`src/hdl/smce_ram.sv`:
```
`default_nettype none

module smce_ram #(
	parameter int WIDTH = 16,
	parameter int DEPTH = 16
) (
	input  wire logic                     clk,
	input  wire logic                     we,
	input  wire logic [$clog2(DEPTH)-1:0] waddr,
	input  wire logic [WIDTH-1:0]         wdata,
	input  wire logic [$clog2(DEPTH)-1:0] raddr,
	output logic      [WIDTH-1:0]         rdata
);

	logic [WIDTH-1:0] mem_q [DEPTH];

	always_ff @(posedge clk) begin
		if (we) begin
			mem_q[waddr] <= wdata;
		end
		rdata <= mem_q[raddr];
	end

endmodule

`default_nettype wire

```
`config.mk`:
```
export PLATFORM = sky130hd
export DESIGN_NAME = smce_ram
export DESIGN_NICKNAME = d
export VERILOG_FILES = /design/src/hdl/smce_ram.sv
export SDC_FILE = /design/constraint.sdc
export NUM_CORES = 1
export LEC_CHECK = 0
export BUFFER_PORTS_ARGS = -buffer_cell sky130_fd_sc_hd__buf_2
export CAP_MARGIN = 0
export CORE_MARGIN = 2
export CORE_UTILIZATION = 41
export DETAILED_ROUTE_END_ITERATION = 10
export GPL_ROUTABILITY_DRIVEN = 0
export GPL_TIMING_DRIVEN = 0
export HOLD_SLACK_MARGIN = 0.1
export MAX_ROUTING_LAYER = met4
export PLACE_DENSITY_LB_ADDON = 0.2
export RECOVER_POWER = 100
export SKIP_CTS_REPAIR_TIMING = 1
export SLEW_MARGIN = 20
export SYNTH_ARGS = -nofsm -noshare
export SYNTH_HDL_FRONTEND = slang
export SYNTH_SLANG_ARGS = --single-unit
```
`constraint.sdc`:
```
create_clock -name clk -period 7 [get_ports clk]
set_input_delay 1.4 -clock clk [delete_from_list [all_inputs] [get_ports clk]]
set_output_delay 1.4 -clock clk [all_outputs]
set_load 0.03 [all_outputs]
```
# Word-level counts from Yosys, hierarchy flattened
# Memory sizes are Yosys's and may differ from the RTL's. A register that Yosys moved wholly into a read port is not among the register bits.
# Cells that the tools add are included.
[op_classes]
reduce_logical = 0
n_lt_le_gt_ge = 0
bitwise = 0
n_shift = 0
n_eq_ne = 0
n_mul = 0
n_mux = 2
div_mod_pow = 0
addsub = 0
[op_table]
columns = ["op", "n"]
rows = [
  ["1-bit 2-to-1 mux", 2],
]
[word_totals]
mem_count = 1
latch_bits = 0
mem_bits_rw = 256
register_bits = 0
romBits = 0
inputBits = 26
output_inout_bits = 16
word_cells = 3
[memory_table]
columns = ["memory", "depth", "word_bits", "rd", "rd_clocked_by_memory_dff", "write_ports", "line", "source"]
rows = [
  ["mem_q", 16, 16, 1, 1, 1, "15", "logic [WIDTH-1:0] mem_q [DEPTH];"],
]

# Depth between registers and ports, before layout
# Gate-level depths: netlist (run 1).
[depth]
word_depth = 2
mapped_depth = 5
ltp_nobuf = 3

# Worst setup path before layout (run 1)
# Ideal clock, no wire load.
[synth_path]
path_kind = "in2reg"
startpoint = "in waddr[2]"
endpoint = "mem mem_q[0][0] (enable)"
setup_slack_ns = 3.545
stages = 2
setup_time_ns = 0.409
t_arrival_ns = 3.046
required_ns = 6.591
path_buffers = 0
path_cell_list = "or3b_2 nor3_1"
[synth_lines]
columns = ["element", "line", "source"]
rows = [
  ["start, declared", "9", "input wire logic [$clog2(DEPTH)-1:0] waddr,"],
  ["end, declared", "15", ""],
]
# Straight into the memory's write port.

# Worst setup path in the final report (run 1)
[layout_path]
startpoint = "in we"
endpoint = "mem mem_q[2][7] (enable)"
[layout_via]
elab_chain_len = 2
[layout_lines]
columns = ["element", "line", "source"]
rows = [
  ["start, declared", "8", "input wire logic we,"],
  ["1-bit 2-to-1 mux", "18", "if (we) begin"],
  ["1-bit 2-to-1 mux (implied by the code)", "19", "mem_q[waddr] <= wdata;"],
]
# Every way passes these cells.

==> results of run 1 <==
-- Yosys cell counts (3+ instances only) --
library cell    n  share of area (%)
nor3_1          4               0.20
a22oi_1        32                2.4
edfxtp_1      256                 77
buf_6           4               0.45
nand2_1        17               0.64
buf_4           3               0.22
nor2_1         13               0.49
buf_1           3               0.11
buf_2           3               0.15
dfxtp_1        16                3.2
mux4_2         54                 12
clkbuf_1        8               0.30
mux4_1         10                2.6
-- layer usage --
| metal | up-vias | GRT usage, % | share of wire [%] |
|---|---|---|---|
| met4 | 0 | 4.50 | 2.3 |
| met2 | 125 | 28.0 | 51 |
| li1 | 2009 | - | - |
| met3 | 34 | 2.35 | 4.4 |
| met5 | - | - | 0 |
| met1 | 2466 | 22.1 | 42 |
-- registers in the layout (all words and copies together) (netlist names) --
signal and cells:
rdata 16, mem_q 256
-- area by class of cell --
class                      count  area (um^2)
buffer                        21          123
clock buffer                  40          777
timing repair buffer          54          209
multi-input combinational    139         1910
sequential                   272         8010
fill                        1964        12700
clock inverter                 8         57.6
tap                          324          405
-- kinds of logic (layout without fill, tap and decap cells) --
logic type	Yosys count	count (layout)	synth area share [%]
flip-flops	272	272	79.7
AO/OA/AOI/OAI	32	32	2.39
buffers and inverters	21	123	1.23
AND/OR/NAND/NOR	43	43	1.92
multiplexers	64	64	14.7
-- layout by cell type, fill, tap and decap left out, drive strengths merged --
master,count
nand2,17
or3b,1
nor3,4
nor2,13
nand2b,2
nor2b,2
bufinv,1
clkbuf,101
and2,1
clkinv,7
dfxtp,16
edfxtp,256
buf,14
nand3b,2
a22oi,32
mux4,64
nand3,1
-- critical path, cell delays in order --
cell      delay (ns)
clkbuf_1        0.14
or3b_2          0.52
nor2_1          1.51
-- worst max-delay path by stage --
stage | from | end | slack [ns] | cells after the start
6_report | we | mem_q[2][7] | 3.53 | 3
4_1_cts | raddr[1] | rdata[9] | 4.22 | 5
2_1_floorplan | waddr[2] | mem_q[0][0] | 3.54 | 2
5_1_grt | we | mem_q[3][1] | 3.41 | 3
3_5_place_dp | raddr[1] | rdata[9] | 3.65 | 5
3_3_place_gp | waddr[2] | mem_q[0][10] | 1.95 | 3
-- stage by stage --
stage / setup slack [ns] / hold slack, ns
5_1_grt: 3.41 / 0.706
6_report: 3.53 / 0.673
3_3_place_gp: 1.95 / 0.668
2_1_floorplan: 3.54 / 0.635
4_1_cts: 4.22 / 0.682
3_5_place_dp: 3.65 / 0.665
-- power breakdown --
| part | switching, uW | leakage (uW) | internal (uW) | total [uW] |
|---|---|---|---|---|
| clock | 555 | 0.000404 | 798 | 1350 |
| combinational | 115 | 0.000756 | 62.6 | 178 |
| sequential | 8.41 | 0.00245 | 1820 | 1830 |
==> impl_metrics.env, run 1 <==
export IMPL_placed_area_um2=10900
export IMPL_dp_hpwl_um=13300
export IMPL_hold_violations=0
export IMPL_die_h_um=161
export IMPL_wl_per_cell_um=23.9
export IMPL_synth_area_per_cell_um2=23.2
export IMPL_period_minus_slack_ns=3.47
export IMPL_root_buffer="clkbuf_16"
export IMPL_skew_ns=0.00788
export IMPL_cts_tree="built"
export IMPL_rsz0062_at_grt="false"
export IMPL_cts_sinks=272
export IMPL_hp_class="reg -> reg"
export IMPL_critPathArrivalTime_ns=3.58
export IMPL_diodes=0
export IMPL_status="complete, but fails checks"
export IMPL_async_flop_share_pct=0
export IMPL_grt_pass1_vias=4867
export IMPL_synthFlopType="edfxtp_1"
export IMPL_reg2regPathDepth=3
export IMPL_placementRows=57
export IMPL_place_inst=810
export IMPL_drive_gt1_share_pct=18.9
export IMPL_port_buffers=39
export IMPL_setup_viol=0
export IMPL_grt_overflow_total=0
export IMPL_r2r_start="mem_q[3][9]"
export IMPL_ant_nets=0
export IMPL_yosysWarnings=0
export IMPL_final_period_utilization_pct=49.6
export IMPL_firstDrtPassIters=5
export IMPL_startpoint_type="input pin"
export IMPL_maxCapViolCount=6
export IMPL_grt_use_total_pct=16.9
export IMPL_final_nets=542
export IMPL_yosysSeqAreaShare_pct=79.7
export IMPL_min_to="rdata[14]"
export IMPL_clock_tree_buffer_depth=3
export IMPL_design_die_area_um2=25800
export IMPL_syn_nets=458
export IMPL_peakVddDrop_v=0.000168
export IMPL_final_util_pct=47.5
export IMPL_start_util_pct=41.5
export IMPL_syn_inst=432
export IMPL_yosysUniqueCellTypes=19
export IMPL_synth_edff_count=256
export IMPL_io_pins=42
export IMPL_slew_violations=102
export IMPL_violations="capacitance limit, slew limit"
export IMPL_fp_coreArea_um2=24200
export IMPL_syn_area_um2=10000
export IMPL_worst_pin_slew_ns=2.02
export IMPL_grt_max_degree=17
export IMPL_grt_pass1_wl_um=30700
export IMPL_drtIter0Drc=433
export IMPL_critPathKind="in -> reg"
export IMPL_critPathMaxFanout=16
export IMPL_drc=0
export IMPL_reg2reg_setup_slack_ns=5.60
export IMPL_finalSetupTns_ns=0
export IMPL_vias=4634
export IMPL_ys_seq_elements=272
export IMPL_syn_to_final_growth_pct=14.4
export IMPL_stdcell_area_um2=11500
export IMPL_antenna_found_initial=0
export IMPL_clk_latency_ns=0.53
export IMPL_via_per_inst=5.40
export IMPL_p_leak_uw=0.00361
export IMPL_powerDensity_nw_per_um2=292
export IMPL_endpoint_kind="register"
export IMPL_fin_cells=858
export IMPL_cp_required_ns=7.11
export IMPL_power_uw=3360
export IMPL_htree_num_levels=1
export IMPL_fmax_ghz=0.288
export IMPL_drt_wl_total_um=20500
export IMPL_numCtsBuffers=28
export IMPL_min_delay_start="mem_q[14][14]"
export IMPL_clk_pin_slew_worst_paths_ns=0.06
export IMPL_r2r_end="rdata[9]"
export IMPL_slew_headroom_pct=-34.9
export IMPL_die_w_um=161
export IMPL_holdPathStages=3
Note: power is estimated with default switching activity, not from simulation.
==> inputs of run 2 (changes only) <==
Clock period 7 ns to 3.58 ns, I/O delays scaled along.
==> run 2 against run 1 <==
  * The run still ends with capacitance limit, slew limit left
  * Register-to-register slack got worse by 3.4 ns
  * Clock-buffer cell count unchanged
  * Core utilization rose by 0.12 points
  * Wire length about the same
  * Non-clock buffer count is the same
  * First-iteration DRC count grew 7.4%
  * Global-route usage is the same
  * Clock skew shrank 0.00084 ns
  * Via count down 0.15%
  * Critical path type unchanged
  * Largest power group unchanged
==> impl_metrics.env, run 2 (synthesis results as in run 1) <==
export IMPL_status="complete, but fails checks"
export IMPL_violations="capacitance limit, slew limit"
export IMPL_placed_area_um2=10900
export IMPL_rsz0062_at_grt="false"
export IMPL_numCtsBuffers=28
export IMPL_largest_register="mem_q"
export IMPL_fin_cells=858
export IMPL_via_per_inst=5.39
export IMPL_holdWs_ns=0.644
export IMPL_hold_violations=0
export IMPL_setup_viol=0
export IMPL_root_buffer="clkbuf_16"
export IMPL_dp_hpwl_um=13300
export IMPL_die_h_um=161
export IMPL_peakVddDrop_v=0.000327
export IMPL_powerDensity_nw_per_um2=571
export IMPL_finalSetupTns_ns=0
export IMPL_fp_coreArea_um2=24200
export IMPL_grt_overflow_total=0
export IMPL_fillers=1961
export IMPL_syn_to_final_growth_pct=14.7
export IMPL_p_leak_uw=0.00361
export IMPL_crit_slowest_cell="nor2_1"
export IMPL_met1_usage_pct=22.1
export IMPL_startpoint_type="input pin"
export IMPL_cts_sinks=272
export IMPL_cpLargestDelayFamily="simple AND/OR/NAND/NOR gates"
export IMPL_path_cells="clkbuf_1 > nand2b_1 > nor2_1"
export IMPL_grt_use_total_pct=16.9
export IMPL_final_common_cell="edfxtp_1"
export IMPL_clk_latency_ns=0.53
export IMPL_endpoint_kind="register"
export IMPL_placementRows=57
export IMPL_critPathKind="in -> reg"
export IMPL_drc=0
export IMPL_grt_pass1_wl_um=30700
export IMPL_diodes=0
export IMPL_critPathArrivalTime_ns=2.67
export IMPL_largest_reg_flops=256
export IMPL_busiest_layer="met2"
export IMPL_ant_nets=0
export IMPL_fmax_ghz=0.391
export IMPL_use_met3_pct=2.35
export IMPL_cp_required_ns=3.69
export IMPL_antenna_found_initial=0
export IMPL_maxCapViolCount=3
export IMPL_drive_gt1_share_pct=19.7
export IMPL_grt_max_degree=17
export IMPL_cts_tree="built"
export IMPL_drt_wl_total_um=20500
export IMPL_clk_pin_slew_worst_paths_ns=0.06
export IMPL_grtUsageMet2_pct=28.0
export IMPL_final_period_utilization_pct=71.5
export IMPL_place_inst=810
export IMPL_start_util_pct=41.5
export IMPL_largestRegisters="mem_q: 256 flops, rdata: 16 flops"
export IMPL_stdcell_area_um2=11500
export IMPL_htree_num_levels=1
export IMPL_io_pins=42
export IMPL_slew_violations=51
export IMPL_critical_path_buf_inv_count=1
export IMPL_layout_common_cells="edfxtp_1 (256), clkbuf_1 (70), mux4_2 (54)"
export IMPL_worst_pin_slew_ns=2.00
export IMPL_clock_tree_buffer_depth=3
export IMPL_firstDrtPassIters=5
export IMPL_final_nets=542
export IMPL_grt_pass1_vias=4867
export IMPL_drtIter0Drc=465
export IMPL_wl_per_cell_um=23.9
export IMPL_vias=4627
export IMPL_slowest_delay_ns=1.51
export IMPL_port_buffers=39
export IMPL_hp_class="in -> reg"
export IMPL_slew_headroom_pct=-34.1
export IMPL_period_minus_slack_ns=2.56
export IMPL_critPathMaxFanout=16
export IMPL_die_w_um=161
export IMPL_design_die_area_um2=25800
export IMPL_skew_ns=0.00704
run 2: changes by cell type in the layout (fill, tap and decap cells not counted), sizes merged:
cell,previous run,this run
clkbuf,101,100
buf,14,15
run 2: routing by layer:
| layer | vias up | routed length [um] |
|---|---|---|
| li1 | 2006 | - |
| met1 | 2462 | 8710 |
| met2 | 129 | 10400 |
| met3 | 30 | 969 |
| met4 | 0 | 460 |
| met5 | - | 0 |
run 2: worst register-to-register path: cells and delay by family (launching register included):
family | cells | cell delay, ns
mux | 1 | 0.49
flops | 1 | 0.37
compound gates | 1 | 0.27
simple gates | 1 | 0.14
run 2: final timing paths:
kind / depth (start not counted) / endpoint / slack (ns) / startpoint
max: 3 / mem_q[9][7] / 1.02 / waddr[1]
min: 2 / mem_q[4][14] / 0.64 / waddr[0]
max reg2reg: 3 / rdata[9] / 2.16 / mem_q[3][9]
min reg2reg: 3 / rdata[14] / 0.67 / mem_q[14][14]
run 2: cell type report:
class,instances,area (um^2),share of cell area [%]
flip-flops and latches,272,8010,69.5
plain buffers,21,123,1.06
well taps,324,405,3.52
clock inverters,8,57.6,0.500
repair buffers,54,216,1.88
multi-input cells,139,1930,16.8
clock buffers,40,777,6.74
run 2: through the flow:
stage	setup slack [ns]	power (uW)	util, %
4_1_cts	1.48	6670	48.5
2_1_floorplan	0.809	3860	-
3_5_place_dp	0.918	4020	45.1
6_report	1.02	6580	47.7
3_3_place_gp	-0.790	4000	44.0
5_1_grt	0.854	6780	47.7
run 2: power breakdown:
| group | internal, uW | switching, uW | total (uW) |
|---|---|---|---|
| Combinational | 123 | 227 | 350 |
| Sequential | 3560 | 16.4 | 3580 |
| Clock | 1560 | 1090 | 2650 |
